`config.mk`:
```
export PLATFORM = sky130hd
export DESIGN_NAME = positional_list_engine_unit
export DESIGN_NICKNAME = d
export VERILOG_FILES = /design/src/design/ple_pkg.sv /design/src/design/ple_entry_ram.sv /design/src/design/positional_list_engine_unit.sv
export SDC_FILE = /design/constraint.sdc
export NUM_CORES = 1
export LEC_CHECK = 0
export BUFFER_PORTS_ARGS = -buffer_cell sky130_fd_sc_hd__buf_2
export CELL_PAD_IN_SITES_DETAIL_PLACEMENT = 0
export CELL_PAD_IN_SITES_GLOBAL_PLACEMENT = 1
export CORE_MARGIN = 2
export CORE_UTILIZATION = 33
export CTS_BUF_LIST = sky130_fd_sc_hd__clkbuf_8
export CTS_CLUSTER_SIZE = 20
export DETAILED_ROUTE_END_ITERATION = 12
export PLACE_DENSITY_LB_ADDON = 0.05
export RECOVER_POWER = 100
export SKIP_CTS_REPAIR_TIMING = 1
export SYNTH_ARGS = -nofsm -noshare
export SYNTH_HDL_FRONTEND = slang
export SYNTH_SLANG_ARGS = --single-unit
```
`constraint.sdc`:
```
create_clock -name clock -period 4.4 [get_ports clock]
set_clock_uncertainty 0.2 [all_clocks]
set_input_delay 0.88 -clock clock [delete_from_list [all_inputs] [get_ports clock]]
set_output_delay 0.88 -clock clock [all_outputs]
set_load 0.01 [all_outputs]
```
`src/design/ple_pkg.sv`:
```
// ----------------------------------------------------------------------------
// ple_pkg: shared types and codes of the positional list engine
// Command and status codes, field widths and stream word sizes.
// ----------------------------------------------------------------------------
package ple_pkg;

   localparam int OP_W     = 3;
   localparam int POS_W    = 5;
   localparam int WORD_W   = 32;
   localparam int STATUS_W = 2;
   localparam int ECNT_W   = 5;

   // req tdata: op, position, word_in -> 40 bits, whole bytes
   localparam int REQ_TDATA_W = 40;
   // rsp tdata: status, entry_count, word_out -> 39 bits, padded to 40
   localparam int RSP_TDATA_W = 40;

   typedef logic [OP_W-1:0]     op_type;
   typedef logic [STATUS_W-1:0] status_type;

   localparam op_type OP_APPEND   = 3'd0;
   localparam op_type OP_INSERT   = 3'd1;
   localparam op_type OP_DEL_POS  = 3'd2;
   localparam op_type OP_DEL_LAST = 3'd3;
   localparam op_type OP_DUMP     = 3'd4;

   localparam status_type ST_OK     = 2'd0;
   localparam status_type ST_FULL   = 2'd1;
   localparam status_type ST_BADPOS = 2'd2;
   localparam status_type ST_EMPTY  = 2'd3;

endpackage

```
`src/design/ple_entry_ram.sv`:
```
// ----------------------------------------------------------------------------
// ple_entry_ram: list entry storage
// One write port, one read port with registered read data.
// ----------------------------------------------------------------------------
module ple_entry_ram #(
   parameter int DEPTH = 16
) (
   input  logic                          clock,
   input  logic                          wr_en,
   input  logic [$clog2(DEPTH)-1:0]      wr_addr,
   input  logic [ple_pkg::WORD_W-1:0]    wr_data,
   input  logic [$clog2(DEPTH)-1:0]      rd_addr,
   output logic [ple_pkg::WORD_W-1:0]    rd_data
);
   import ple_pkg::*;

   logic [WORD_W-1:0] mem_ff [DEPTH];
   logic [WORD_W-1:0] rd_data_ff;

   always_ff @(posedge clock) begin
      if (wr_en) begin
         mem_ff[wr_addr] <= wr_data;
      end
      rd_data_ff <= mem_ff[rd_addr];
   end

   assign rd_data = rd_data_ff;

endmodule

```
`src/design/positional_list_engine_unit.sv`:
```
// ----------------------------------------------------------------------------
// positional_list_engine_unit: ordered list of signed words
// Append, positional insert/delete, delete last and dump over a small RAM.
// ----------------------------------------------------------------------------
// Usage:
//   req channel carries one command per transfer (op, position, word_in).
//   rsp channel returns results; a dump of a non-empty list gives one
//   result per entry with tlast on the final one, every other command
//   gives one result with tlast set.
//   req_tready is high only while the sequencer is idle; one command is
//   worked on at a time.
// Steps per command (c = count, p = position):
//   append, delete last, refused or unused op: handled on acceptance.
//   insert: entries p..c move up one at a time, each read and then
//   written through the RAM read/write port; then the word goes to p.
//   delete at position: entries p+1..c move down one at a time, each
//   read and then written. dump: each entry is read from RAM, then output.
// Results sit in an output register; a stalled receiver holds the
// sequencer in its result state, and the next command may be taken while
// the final result of the previous one still waits.
// Reset clears the count and the output valid; entry storage is not cleared.
// ----------------------------------------------------------------------------
module positional_list_engine_unit #(
   parameter int DEPTH = 16
) (
   input  logic                              clock,
   input  logic                              reset,
   input  logic                              req_tvalid,
   output logic                              req_tready,
   // [2:0] op, [7:3] position, [39:8] word_in
   input  logic [ple_pkg::REQ_TDATA_W-1:0]   req_tdata,
   output logic                              rsp_tvalid,
   input  logic                              rsp_tready,
   // [1:0] status, [6:2] entry_count, [38:7] word_out, [39] zero
   output logic [ple_pkg::RSP_TDATA_W-1:0]   rsp_tdata,
   output logic                              rsp_tlast
);
   import ple_pkg::*;

   localparam int CW = $clog2(DEPTH + 1);
   localparam int AW = $clog2(DEPTH);
   localparam int XW = ((CW > POS_W) ? CW : POS_W) + 1;

   typedef enum logic [8:0] {
      S_IDLE    = 9'b000000001,
      S_SH_RD   = 9'b000000010,
      S_SH_WR   = 9'b000000100,
      S_INS_PUT = 9'b000001000,
      S_DL_RD   = 9'b000010000,
      S_DL_WR   = 9'b000100000,
      S_DP_RD   = 9'b001000000,
      S_DP_OUT  = 9'b010000000,
      S_RESP    = 9'b100000000
   } state_type;

   state_type         state_ff, state_in;
   logic [CW-1:0]     count_ff, count_in;
   logic [CW-1:0]     idx_ff, idx_in;
   logic [CW-1:0]     pos_ff, pos_in;
   logic [WORD_W-1:0] wrd_ff, wrd_in;
   status_type        st_ff, st_in;

   logic              rsp_valid_ff, rsp_valid_in;
   status_type        rsp_status_ff;
   logic [ECNT_W-1:0] rsp_count_ff;
   logic [WORD_W-1:0] rsp_word_ff;
   logic              rsp_last_ff;

   op_type            req_op;
   logic [POS_W-1:0]  req_pos;
   logic [WORD_W-1:0] req_word;
   logic              req_fire;
   logic [XW-1:0]     cnt_x, pos_x;
   logic              full, empty;
   logic [CW-1:0]     idx_m1, idx_p1, pos_m1;

   logic              mem_we;
   logic [AW-1:0]     mem_waddr, mem_raddr;
   logic [WORD_W-1:0] mem_wdata, mem_rdata;

   logic              out_free, out_load, out_last;
   status_type        out_status;
   logic [WORD_W-1:0] out_word;

   assign req_op   = req_tdata[2:0];
   assign req_pos  = req_tdata[7:3];
   assign req_word = req_tdata[39:8];

   assign req_tready = (state_ff == S_IDLE);
   assign req_fire   = req_tvalid && req_tready;

   assign cnt_x  = XW'(count_ff);
   assign pos_x  = XW'(req_pos);
   assign full   = (cnt_x >= XW'(DEPTH));
   assign empty  = (count_ff == '0);
   assign idx_m1 = idx_ff - CW'(1);
   assign idx_p1 = idx_ff + CW'(1);
   assign pos_m1 = pos_ff - CW'(1);

   assign out_free = !rsp_valid_ff || rsp_tready;

   ple_entry_ram #(
      .DEPTH(DEPTH)
   ) u_ram (
      .clock  (clock),
      .wr_en  (mem_we),
      .wr_addr(mem_waddr),
      .wr_data(mem_wdata),
      .rd_addr(mem_raddr),
      .rd_data(mem_rdata)
   );

   always_comb begin
      state_in   = state_ff;
      count_in   = count_ff;
      idx_in     = idx_ff;
      pos_in     = pos_ff;
      wrd_in     = wrd_ff;
      st_in      = st_ff;
      mem_we     = 1'b0;
      mem_waddr  = idx_ff[AW-1:0];
      mem_wdata  = mem_rdata;
      mem_raddr  = idx_ff[AW-1:0];
      out_load   = 1'b0;
      out_status = st_ff;
      out_word   = '0;
      out_last   = 1'b1;

      unique case (state_ff)
         S_IDLE: begin
            if (req_fire) begin
               wrd_in   = req_word;
               pos_in   = CW'(pos_x);
               st_in    = ST_OK;
               state_in = S_RESP;
               unique case (req_op)
                  OP_APPEND: begin
                     if (full) begin
                        st_in = ST_FULL;
                     end else begin
                        mem_we    = 1'b1;
                        mem_waddr = count_ff[AW-1:0];
                        mem_wdata = req_word;
                        count_in  = count_ff + CW'(1);
                     end
                  end
                  OP_INSERT: begin
                     if (full) begin
                        st_in = ST_FULL;
                     end else if (pos_x == '0 || pos_x > cnt_x + XW'(1)) begin
                        st_in = ST_BADPOS;
                     end else if (pos_x <= cnt_x) begin
                        idx_in   = count_ff;
                        state_in = S_SH_RD;
                     end else begin
                        state_in = S_INS_PUT;
                     end
                  end
                  OP_DEL_POS: begin
                     if (empty) begin
                        st_in = ST_EMPTY;
                     end else if (pos_x == '0 || pos_x > cnt_x) begin
                        st_in = ST_BADPOS;
                     end else if (pos_x < cnt_x) begin
                        idx_in   = CW'(pos_x);
                        state_in = S_DL_RD;
                     end else begin
                        count_in = count_ff - CW'(1);
                     end
                  end
                  OP_DEL_LAST: begin
                     if (empty) begin
                        st_in = ST_EMPTY;
                     end else begin
                        count_in = count_ff - CW'(1);
                     end
                  end
                  OP_DUMP: begin
                     if (empty) begin
                        st_in = ST_EMPTY;
                     end else begin
                        idx_in   = '0;
                        state_in = S_DP_RD;
                     end
                  end
                  default: begin
                  end
               endcase
            end
         end
         S_SH_RD: begin
            mem_raddr = idx_m1[AW-1:0];
            state_in  = S_SH_WR;
         end
         S_SH_WR: begin
            mem_we    = 1'b1;
            mem_waddr = idx_ff[AW-1:0];
            mem_wdata = mem_rdata;
            if (idx_ff == pos_ff) begin
               state_in = S_INS_PUT;
            end else begin
               idx_in   = idx_m1;
               state_in = S_SH_RD;
            end
         end
         S_INS_PUT: begin
            mem_we    = 1'b1;
            mem_waddr = pos_m1[AW-1:0];
            mem_wdata = wrd_ff;
            count_in  = count_ff + CW'(1);
            state_in  = S_RESP;
         end
         S_DL_RD: begin
            state_in = S_DL_WR;
         end
         S_DL_WR: begin
            mem_we    = 1'b1;
            mem_waddr = idx_m1[AW-1:0];
            mem_wdata = mem_rdata;
            if (idx_p1 == count_ff) begin
               count_in = count_ff - CW'(1);
               state_in = S_RESP;
            end else begin
               idx_in   = idx_p1;
               state_in = S_DL_RD;
            end
         end
         S_DP_RD: begin
            state_in = S_DP_OUT;
         end
         S_DP_OUT: begin
            if (out_free) begin
               out_load   = 1'b1;
               out_status = ST_OK;
               out_word   = mem_rdata;
               out_last   = (idx_p1 == count_ff);
               if (idx_p1 == count_ff) begin
                  state_in = S_IDLE;
               end else begin
                  idx_in   = idx_p1;
                  state_in = S_DP_RD;
               end
            end
         end
         S_RESP: begin
            if (out_free) begin
               out_load = 1'b1;
               state_in = S_IDLE;
            end
         end
         default: begin
            state_in = S_IDLE;
         end
      endcase
   end

   always_comb begin
      rsp_valid_in = rsp_valid_ff;
      if (out_load) begin
         rsp_valid_in = 1'b1;
      end else if (rsp_tready) begin
         rsp_valid_in = 1'b0;
      end
   end

   always_ff @(posedge clock) begin
      if (reset) begin
         state_ff     <= S_IDLE;
         count_ff     <= '0;
         rsp_valid_ff <= 1'b0;
      end else begin
         state_ff     <= state_in;
         count_ff     <= count_in;
         rsp_valid_ff <= rsp_valid_in;
      end
   end

   always_ff @(posedge clock) begin
      idx_ff <= idx_in;
      pos_ff <= pos_in;
      wrd_ff <= wrd_in;
      st_ff  <= st_in;
      if (out_load) begin
         rsp_status_ff <= out_status;
         rsp_count_ff  <= cnt_x[ECNT_W-1:0];
         rsp_word_ff   <= out_word;
         rsp_last_ff   <= out_last;
      end
   end

   assign rsp_tvalid = rsp_valid_ff;
   assign rsp_tdata  = {1'b0, rsp_word_ff, rsp_count_ff, rsp_status_ff};
   assign rsp_tlast  = rsp_last_ff;

endmodule

```
==> run metrics, run 1 <==
Relative slew margins -4.277%; fill count 8,041; via/cell ratio 5.481; RSZ-0062 raised after global routing false; number of global-route vias before repair 18,100; Die Wd 293.4 µm; failing checks max-capacitance violations, max-slew violations; Die Area 86,090 µm²; min Tclk post-route 4.179 ns; initial antenna violation count 5; post-synth net total 2,121; Top-Level Pins 87; Area growth, synth to finish 14.93%; CTS root buf clkbuf_8; Synth Flop Type edfxtp_1; Setup WS pre-CTS 0.1058 ns; routability cong. 0.8342; overall global routing resource usage 19.91%; count leader, synth edfxtp_1; worst hold slack 0.1570 ns; Post-Layout Cell Count 3,353; Power Density 572.4 nW/µm²; Clock Latency Late Sink 0.72 ns; Max Cap Violations 1; asr flop ratio synth 0%; largest net degree at the start of global routing 96; Slew Limit Fails 40; Port Buffers 85; Syn Area/Cell 13.40 µm²; critical path data required time 4.79 ns; placed instance area 29,910 µm²; first-pass GRT wire length 126,500 µm; Mapped Area 27,640 µm²; worst-path maximum fanout 67; cell taking the most area after synthesis edfxtp_1; Final Hold Viols 0; Max VDD drop 0.2238 mV; DP Cell Count 3,142; DRT Wirelength 86,960 µm; Final WS setup 0.2214 ns; slowest CP cell or4b_1; Syn Inst Count 2,062; CTS tree yes; cell family with most CP delay buffers and inverters; yosys warns 0; Nets 2,235; number of synthesized flops with an enable pin 596; CP Data Arrival Time 4.57 ns; Sink Count 643; TritonCTS buffer count 112; total grt overflow 0; Max stage delay on crit path 0.80 ns; Setup crit end kind flip-flop; Setup TNS Final 0 ns; Detailed Routing Iterations Pass 1 6; H-Tree Depth 3; leakage power 10.83 nW; Starting Density 33.18%; most frequent cells after synthesis edfxtp_1, nand2_1, clkbuf_1; Remaining DRCs 0; 1st-iter DRT viols 1,304; critical path class reg -> reg; layout cell share with drive strength beyond 1 12.29%; design area 31,770 µm²; vias 18,379; final setup vio count 0; Worst Hold Class in -> reg; Max Root-Sink Buffers 3; CORE AREA 83,290 µm²; FP Rows 106; dominant cells by area after synthesis edfxtp_1, mux2i_1, dfxtp_1; area fraction of the dominant cell type after synthesis 64.75%; Worst Path Buf+Inv 3; Synth cell types 80; crit path cell chain or4b_1 > clkbuf_2 > nor4_4 > buf_12 > nor2_4 > buf_4 > mux2i_1 > a22o_1 > o211ai_1; Die Y 293.4 µm; dpl hpwl 53,070 µm; sequential area share after synthesis 68.16%; Achievable Freq 0.2393 GHz; Worst Tran Pin Value 1.564 ns; antenna-violating nets left 0; Tcrit/Tclk final 94.97%; status finished with violations; CTS clk-pin slew, worst paths 0.06 ns; CP Launch Type flip-flop; WL/cell 25.93 µm; register bit count reported by yosys 643
-- report_power, final --
part	switching, mW	leakage, nW	internal [mW]	total (mW)
Sequential	0.268	5.78	7.91	8.17
Combinational	3.42	3.75	1.25	4.67
Clock	2.53	1.30	2.81	5.34
-- cell families (layout without fill, tap and decap cells) --
family / count (synthesis) / in the layout / synth area share, %
multiplexers: 101 / 101 / 3.685
adder cells (fa/ha/maj): 15 / 15 / 0.6790
AND/OR/NAND/NOR: 623 / 623 / 11.56
buffers and inverters: 190 / 398 / 2.725
flip-flops: 643 / 643 / 68.16
other: 1 / 4 / 0.01357
XOR/XNOR: 21 / 21 / 0.6655
AO/OA/AOI/OAI: 468 / 468 / 12.52
-- layout make-up --
cell class	count	area (µm²)	share of cell area, %
sequential	643	18840	59.31
antenna	3	7.507	0.02363
clock buffer	130	1789	5.633
multi-input combinational	1229	8312	26.17
inverter	25	93.84	0.2954
clock inverter	78	412.9	1.300
tap	1080	1351	4.254
timing repair buffer	165	959.7	3.021
-- layer usage --
layer	GRT usage (%)	vias to the layer above	part of all wire, %
met3	3.510	98	5.2
met5	0	-	0
met2	29.08	506	43
met4	6.496	0	2.4
li1	-	8320	-
met1	29.79	9455	49
-- stage by stage --
stage	power (mW)	utilization (%)
2_1_floorplan	10.85	-
3_3_place_gp	12.99	35.91
3_5_place_dp	13.02	35.91
4_1_cts	18.47	38.56
5_1_grt	19.11	38.13
6_report	18.18	38.14
-- final timing paths --
check	from	end	slack, ns	cells past startpoint
worst min register to register	st_ff[1]	rsp_status_ff[1]	0.34	1
worst max-delay path	state_ff[3]	u_ram.rd_data[18]	0.22	9
worst max register to register	state_ff[3]	u_ram.rd_data[18]	0.22	9
worst min-delay path	req_tdata[17]	wrd_ff[9]	0.16	1
-- registers in the layout (all words and copies together) (netlist names), 2 cells and up --
name / count
u_ram.mem_ff: 512
rsp_word_ff: 32
u_ram.rd_data: 32
wrd_ff: 32
state_ff: 9
count_ff: 5
idx_ff: 5
pos_ff: 5
rsp_count_ff: 5
rsp_status_ff: 2
st_ff: 2
-- cell usage in the layout (no fill, tap or decap), types with 39 or more instances in the layout --
| master | n |
|---|---|
| edfxtp_1 | 596 |
| nand2_1 | 185 |
| clkbuf_8 | 130 |
| nand3_1 | 112 |
| mux2i_1 | 98 |
| clkbuf_1 | 84 |
| o21ai_0 | 80 |
| inv_1 | 72 |
| and3_1 | 71 |
| nand2b_1 | 68 |
| a32oi_1 | 65 |
| nor2_1 | 61 |
| a21oi_1 | 55 |
| buf_4 | 47 |
| dfxtp_1 | 46 |
| nand4_1 | 39 |
(Power assumes the default switching activity.)
==> run 2: changes to the inputs <==
--- a/config.mk
+++ b/config.mk
@@ -9,7 +9,7 @@
 export CELL_PAD_IN_SITES_DETAIL_PLACEMENT = 0
 export CELL_PAD_IN_SITES_GLOBAL_PLACEMENT = 1
 export CORE_MARGIN = 2
-export CORE_UTILIZATION = 33
+export CORE_UTILIZATION = 50
 export CTS_BUF_LIST = sky130_fd_sc_hd__clkbuf_8
 export CTS_CLUSTER_SIZE = 20
 export DETAILED_ROUTE_END_ITERATION = 12
@@ -18,4 +18,5 @@
 export SKIP_CTS_REPAIR_TIMING = 1
 export SYNTH_ARGS = -nofsm -noshare
 export SYNTH_HDL_FRONTEND = slang
+export SYNTH_HIERARCHICAL = 1
 export SYNTH_SLANG_ARGS = --single-unit
==> run metrics, run 2 <==
Area growth, synth to finish 14.37% (was 14.93%); 1st-iter DRT viols 1,154 (was 1,304); CP Data Arrival Time 4.20 ns (was 4.57 ns); commonest non-fill, non-tap cell in the layout edfxtp_1 (unchanged); critical path class reg -> reg (unchanged); Most flops, register u_ram/mem_ff (was u_ram.mem_ff); largest net degree at the start of global routing 85 (was 96); Simple-Gate Fraction of Synth Area 5.599% (was 11.56%); Slew Limit Fails 17 (was 40); Reg2Reg Depth 8 (was 9); clock share of power 34.8% (was 29.4%); portion of netlist area occupied by mux cells 11.57% (was 3.685%); Synth cell types 66 (was 80); most frequent cells in the layout edfxtp_1, mux4_2, nand2_1 (was edfxtp_1, nand2_1, clkbuf_8); total grt overflow 0 (unchanged); Synth Flop Type edfxtp_1 (unchanged); Clock Latency Late Sink 0.68 ns (was 0.72 ns); vias 13,687 (was 18,379); failing checks max-capacitance violations, max-slew violations (unchanged); CP Launch Type flip-flop (unchanged); post-layout util 57.87% (was 38.14%); Sink Count 643 (unchanged); Max Root-Sink Buffers 3 (unchanged); routability cong. 0.7965 (was 0.8342); WL/cell 26.83 µm (was 25.93 µm); Die Area 52,590 µm² (was 86,090 µm²); status finished with violations (unchanged); RR Startpoint state_ff[0] (was state_ff[3]); Tcrit/Tclk final 92.21% (was 94.97%); Syn Inst Count 1,389 (was 2,062); most frequent cells after synthesis edfxtp_1, mux4_2, nand2_1 (was edfxtp_1, nand2_1, clkbuf_1); Worst Hold Launch req_tdata[34] (was req_tdata[17]); number of global-route vias before repair 14,244 (was 18,100); Worst Hold Class in -> reg (unchanged); count leader, synth edfxtp_1 (unchanged); first-pass GRT wire length 92,600 µm (was 126,500 µm); layout cell share with drive strength beyond 1 21.82% (was 12.29%); Worst Tran Pin Value 2.346 ns (was 1.564 ns); RSZ-0062 raised after global routing false (unchanged); yosys warns 6 (was 0); antenna-violating nets left 0 (unchanged); critical path data required time 4.54 ns (was 4.79 ns); dominant cells by area after synthesis edfxtp_1, mux4_2, dfxtp_1 (was edfxtp_1, mux2i_1, dfxtp_1); CTS clk-pin slew, worst paths 0.06 ns (about the same); min Tclk post-route 4.057 ns (was 4.179 ns); combinational cell fraction of total power 13.1% (was 25.7%); Pint 10.73 mW (was 11.97 mW); adder-cell share of the synthesized area 0.7787% (was 0.6790%); Relative slew margins -56.75% (was -4.277%); Power Density 495.7 nW/µm² (was 572.4 nW/µm²); sequential area share after synthesis 74.20% (was 68.16%); Remaining DRCs 0 (unchanged); critical path launch point state_ff[0] (was state_ff[3]); Die Y 229.3 µm (was 293.4 µm); TritonCTS buffer count 102 (was 112); asr flop ratio synth 0% (unchanged); DRT Wirelength 62,200 µm (was 86,960 µm); Detailed Routing Iterations Pass 1 5 (was 6); sw frac 25.47% (was 34.18%); Die Wd 229.3 µm (was 293.4 µm); Achievable Freq 0.2465 GHz (was 0.2393 GHz); CTS tree yes (unchanged); cell taking the most area after synthesis edfxtp_1 (unchanged); initial antenna violation count 0 (was 5); Compound-Gate Fraction of Synth Area 5.160% (was 12.52%); leakage power 9.786 nW (was 10.83 nW); Nets 1,617 (was 2,235); Max Cap Violations 1 (unchanged); Largest register FFs 512 (unchanged); dpl hpwl 35,570 µm (was 53,070 µm); Final Hold Viols 0 (unchanged); CORE AREA 50,170 µm² (was 83,290 µm²); DP Cell Count 2,126 (was 3,142); hold path depth 1 (unchanged); register bit count reported by yosys 643 (unchanged); Post-Layout Cell Count 2,318 (was 3,353); sequential power share 52.1% (was 44.9%); area fraction of the dominant cell type after synthesis 70.49% (was 64.75%); via/cell ratio 5.905 (was 5.481); post-synth net total 1,448 (was 2,121); H-Tree Depth 3 (unchanged); Post-Synth XOR/XNOR Area 0.9857% (was 0.6655%); Design Power 14.39 mW (was 18.18 mW); Mapped Area 25,390 µm² (was 27,640 µm²); Starting Density 50.60% (was 33.18%); number of synthesized flops with an enable pin 596 (unchanged); overall global routing resource usage 24.17% (was 19.91%); Syn Area/Cell 18.28 µm² (was 13.40 µm²); Port Buffers 85 (unchanged); Max VDD drop 0.3370 mV (was 0.2238 mV); Setup crit end kind flip-flop (unchanged); sw power 3.666 mW (was 6.215 mW); CTS root buf clkbuf_8 (unchanged); FP Rows 82 (was 106); largest family of logic cells by synthesized area multiplexers (was compound AO/OA/AOI/OAI gates); final setup vio count 0 (unchanged); Top-Level Pins 87 (unchanged); worst-path maximum fanout 26 (was 67)
==> run 2: cell count changes in the layout (fill, tap and decap cells not counted), moves of 33 or more <==
cell and change:
nand4_1 -36, a32oi_1 -64, o21ai_0 -62, mux2i_1 -96, nand2_1 -64, nand3_1 -99, a22oi_1 +61, o211ai_1 -33
nand2b_1 -65, mux4_2 +129, nor2_1 -39
==> run 2: worst paths after layout <==
kind,to,slack [ns]
setup / recovery,u_ram/mem_ff[0][16],0.34
hold / removal,wrd_ff[26],0.18
setup reg to reg,u_ram/mem_ff[0][16],0.34
hold reg to reg,rsp_word_ff[30],0.35
==> run 2: power by group through the flow <==
stage / sequential (mW) / combinational, mW / clock (mW)
floorplan: 7.53 / 1.31 / 0
global placement: 7.62 / 1.90 / 0
detailed placement: 7.62 / 1.94 / 0
CTS: 7.50 / 1.95 / 5.14
global route: 7.52 / 2.08 / 5.41
finish: 7.50 / 1.88 / 5.01
==> run 2: cell families after synthesis <==
logic type | Yosys count
compound gates | 186
xor+xnor | 27
fa+ha+maj | 16
buf+inv | 101
flops | 643
mux | 132
other cells | 1
simple gates | 283
==> run 2: worst max-delay path, cell delays in order (launching register included) <==
cell     delay [ns]
dfxtp_1        0.39
or4_1          0.62
or4_1          0.62
nand2_2        0.14
nor2_1         0.10
a221o_1        0.37
or3b_2         0.58
nor3_1         0.39
buf_12         0.30
==> run 2: per-layer routing <==
layer / routed length, µm / part of all wire (%) / track usage, % / vias to the layer above
li1: - / - / - / 5999
met1: 27290 / 44 / 34.52 / 7142
met2: 30180 / 49 / 38.69 / 446
met3: 3400 / 5.5 / 4.681 / 100
met4: 1337 / 2.1 / 6.128 / 0
met5: 0 / 0 / 0 / -
==> run 2: cell type report <==
class / instances / area (µm²)
Sequential cell: 643 / 18840
Inverter: 16 / 60.06
Timing Repair Buffer: 150 / 1033
Clock buffer: 120 / 1652
Multi-Input combinational cell: 645 / 6206
Antenna cell: 1 / 2.502
Tap cell: 672 / 840.8
Fill cell: 3862 / 21140
Clock inverter: 71 / 402.9
==> run 2: per-stage QoR <==
stage / hold slack, ns / cell area [µm²] / worst slack, ns / setup TNS, ns
2_1_floorplan: 0.2480 / 25440 / -0.4487 / -65.62
3_3_place_gp: 0.3309 / 27280 / 0.4284 / 0
4_1_cts: 0.1210 / 29340 / 0.4940 / 0
6_report: 0.1842 / 29040 / 0.3427 / 0
5_1_grt: 0.1308 / 29030 / 0.2044 / 0
3_5_place_dp: 0.3372 / 27280 / 0.4029 / 0
==> run 3: changes to the inputs <==
--- a/config.mk
+++ b/config.mk
@@ -8,7 +8,6 @@
 export BUFFER_PORTS_ARGS = -buffer_cell sky130_fd_sc_hd__buf_2
 export CELL_PAD_IN_SITES_DETAIL_PLACEMENT = 0
 export CELL_PAD_IN_SITES_GLOBAL_PLACEMENT = 1
-export CORE_MARGIN = 2
 export CORE_UTILIZATION = 50
 export CTS_BUF_LIST = sky130_fd_sc_hd__clkbuf_8
 export CTS_CLUSTER_SIZE = 20
@@ -16,6 +15,7 @@
 export PLACE_DENSITY_LB_ADDON = 0.05
 export RECOVER_POWER = 100
 export SKIP_CTS_REPAIR_TIMING = 1
+export SLEW_MARGIN = 10
 export SYNTH_ARGS = -nofsm -noshare
 export SYNTH_HDL_FRONTEND = slang
 export SYNTH_HIERARCHICAL = 1
==> constraint.sdc (replaced) <==
create_clock -name clock -period 4.4 [get_ports clock]
set_clock_uncertainty 0.2 [all_clocks]
set_input_delay 0.22 -clock clock [delete_from_list [all_inputs] [get_ports clock]]
set_output_delay 0.22 -clock clock [all_outputs]
set_load 0.01 [all_outputs]
==> run metrics, run 3 (same netlist as run 2, synthesis figures left out) <==
Die Area 51,680 µm² (was 52,590 µm²); Starting Density 50.60% (unchanged); Achievable Freq 0.2555 GHz (was 0.2465 GHz); DP Cell Count 2,126 (unchanged); Slew Limit Fails 38 (was 17); DR top layer met4 (unchanged); routability cong. 0.7868 (was 0.7965); fill count 3,911 (was 3,862); Power Density 489.3 nW/µm² (was 495.7 nW/µm²); CTS root buf clkbuf_8 (unchanged); Nets 1,661 (was 1,617); metal3 WL 2916 µm (was 3400 µm); leakage power 9.910 nW (was 9.786 nW); FP Rows 82 (unchanged); Most flops, register u_ram/mem_ff (unchanged); Worst Tran Pin Value 1.903 ns (was 2.346 ns); Max Cap Violations 1 (unchanged); Largest register FFs 512 (unchanged); layout cell share with drive strength beyond 1 21.34% (was 21.82%); Setup TNS Final 0 ns (unchanged); Die Wd 227.3 µm (was 229.3 µm); multi-input logic area 6186 µm² (was 6206 µm²); total grt overflow 0 (unchanged); Post-Layout Cell Count 2,364 (was 2,318); Max VDD drop 0.3038 mV (was 0.3370 mV); DRT Wirelength 59,390 µm (was 62,200 µm); Setup crit end kind flip-flop (unchanged); H-Tree Depth 3 (unchanged); worst hold slack 0.07316 ns (was 0.1842 ns); TritonCTS buffer count 104 (was 102); CP Launch Type flip-flop (unchanged); Tcrit/Tclk final 88.97% (was 92.21%); antenna-violating nets left 0 (unchanged); ANT cells 0 (was 1); dpl hpwl 34,260 µm (was 35,570 µm); CTS tree yes (unchanged); Final Hold Viols 0 (unchanged); Relative slew margins -26.89% (was -56.75%); overall global routing resource usage 23.87% (was 24.17%); Clock Latency Late Sink 0.68 ns (about the same); final setup vio count 0 (unchanged); CORE AREA 50,170 µm² (unchanged); vias 13,737 (was 13,687); CP Data Arrival Time 4.28 ns (was 4.20 ns); RSZ-0062 raised after global routing false (unchanged); Remaining DRCs 0 (unchanged); Max Root-Sink Buffers 3 (unchanged); WL/cell 25.12 µm (was 26.83 µm); worst-path maximum fanout 34 (was 26); Detailed Routing Iterations Pass 1 6 (was 5); Area growth, synth to finish 15.58% (was 14.37%); Port Buffers 85 (unchanged); first-pass GRT wire length 88,510 µm (was 92,600 µm); Worst Hold Class in -> reg (unchanged); commonest non-fill, non-tap cell in the layout edfxtp_1 (unchanged); status finished with violations (unchanged); Die Y 227.3 µm (was 229.3 µm); failing checks max-capacitance violations, max-slew violations (unchanged); initial antenna violation count 2 (was 0); min Tclk post-route 3.915 ns (was 4.057 ns); routed wl met2 29,020 µm (was 30,180 µm); Register Area 18,840 µm² (unchanged); critical path data required time 4.76 ns (was 4.54 ns); number of global-route vias before repair 13,998 (was 14,244); Sink Count 643 (unchanged); critical path class reg -> reg (unchanged); Top-Level Pins 87 (unchanged); via/cell ratio 5.811 (was 5.905); largest net degree at the start of global routing 79 (was 85); Post-Route M1 WL 26,440 µm (was 27,290 µm); most frequent cells in the layout edfxtp_1, mux4_2, nand2_1 (unchanged); reg2reg setup slack 0.49 ns (was 0.34 ns); CTS clk-pin slew, worst paths 0.06 ns (about the same); 1st-iter DRT viols 1,115 (was 1,154); Design Power 14.36 mW (was 14.39 mW)
-- run 3: cell count changes in the layout (fill, tap and decap cells not counted), moves of 3 or more --
cell           before  now
dlygate4sd3_1       0   42
buf_12             21   16
nor2_1             22   25
inv_1              58   46
clkinv_2            6   16
clkbuf_2            5   15
clkinv_1           13   25
clkbuf_1           77   81
buf_2              20   12
nor2_4              8    4
clkbuf_8          120  114
-- run 3: power breakdown --
part           switching, mW  internal, mW  total (mW)
clock network           2.35          2.63        4.98
registers              0.117          7.36        7.48
logic                   1.22         0.674        1.90
total                   3.69          10.7        14.4
-- run 3: layer usage --
| metal | GRT usage (%) | vias to the layer above |
|---|---|---|
| met1 | 34.06 | 7191 |
| met4 | 6.213 | 0 |
| met3 | 4.246 | 83 |
| met5 | 0 | - |
| li1 | - | 6086 |
| met2 | 38.25 | 377 |
-- run 3: final cells by class --
type | instances | area share [%]
clock inverter | 82 | 1.616
sequential | 643 | 64.20
clock buffer | 114 | 5.347
multi-input combinational | 645 | 21.08
inverter | 16 | 0.2047
tap | 672 | 2.865
timing repair buffer | 192 | 4.686
-- run 3: worst paths after layout --
check	from	to	cells past startpoint
setup reg to reg	state_ff[0]	u_ram/rd_data[21]	9
hold / removal	req_tdata[24]	wrd_ff[16]	2
hold reg to reg	u_ram/rd_data[2]	rsp_word_ff[2]	1
setup / recovery	state_ff[0]	u_ram/rd_data[21]	9
-- run 3: critical path: stages (launching register included) --
cell      delay (ns)
dfxtp_1         0.38
nor4_1          0.90
nand4_1         0.18
buf_4           0.22
xnor2_2         0.27
buf_12          0.31
clkbuf_2        0.41
mux4_2          0.54
a22oi_1         0.23
nand2_1         0.09
-- run 3: stage by stage --
stage / worst slack (ns) / utilization [%] / cell area [µm²]
2_1_floorplan: -0.3840 / - / 25430
3_3_place_gp: 0.6472 / 54.23 / 27210
3_5_place_dp: 0.5823 / 54.23 / 27210
4_1_cts: 0.5385 / 58.30 / 29250
5_1_grt: 0.2006 / 58.49 / 29340
6_report: 0.4853 / 58.49 / 29340
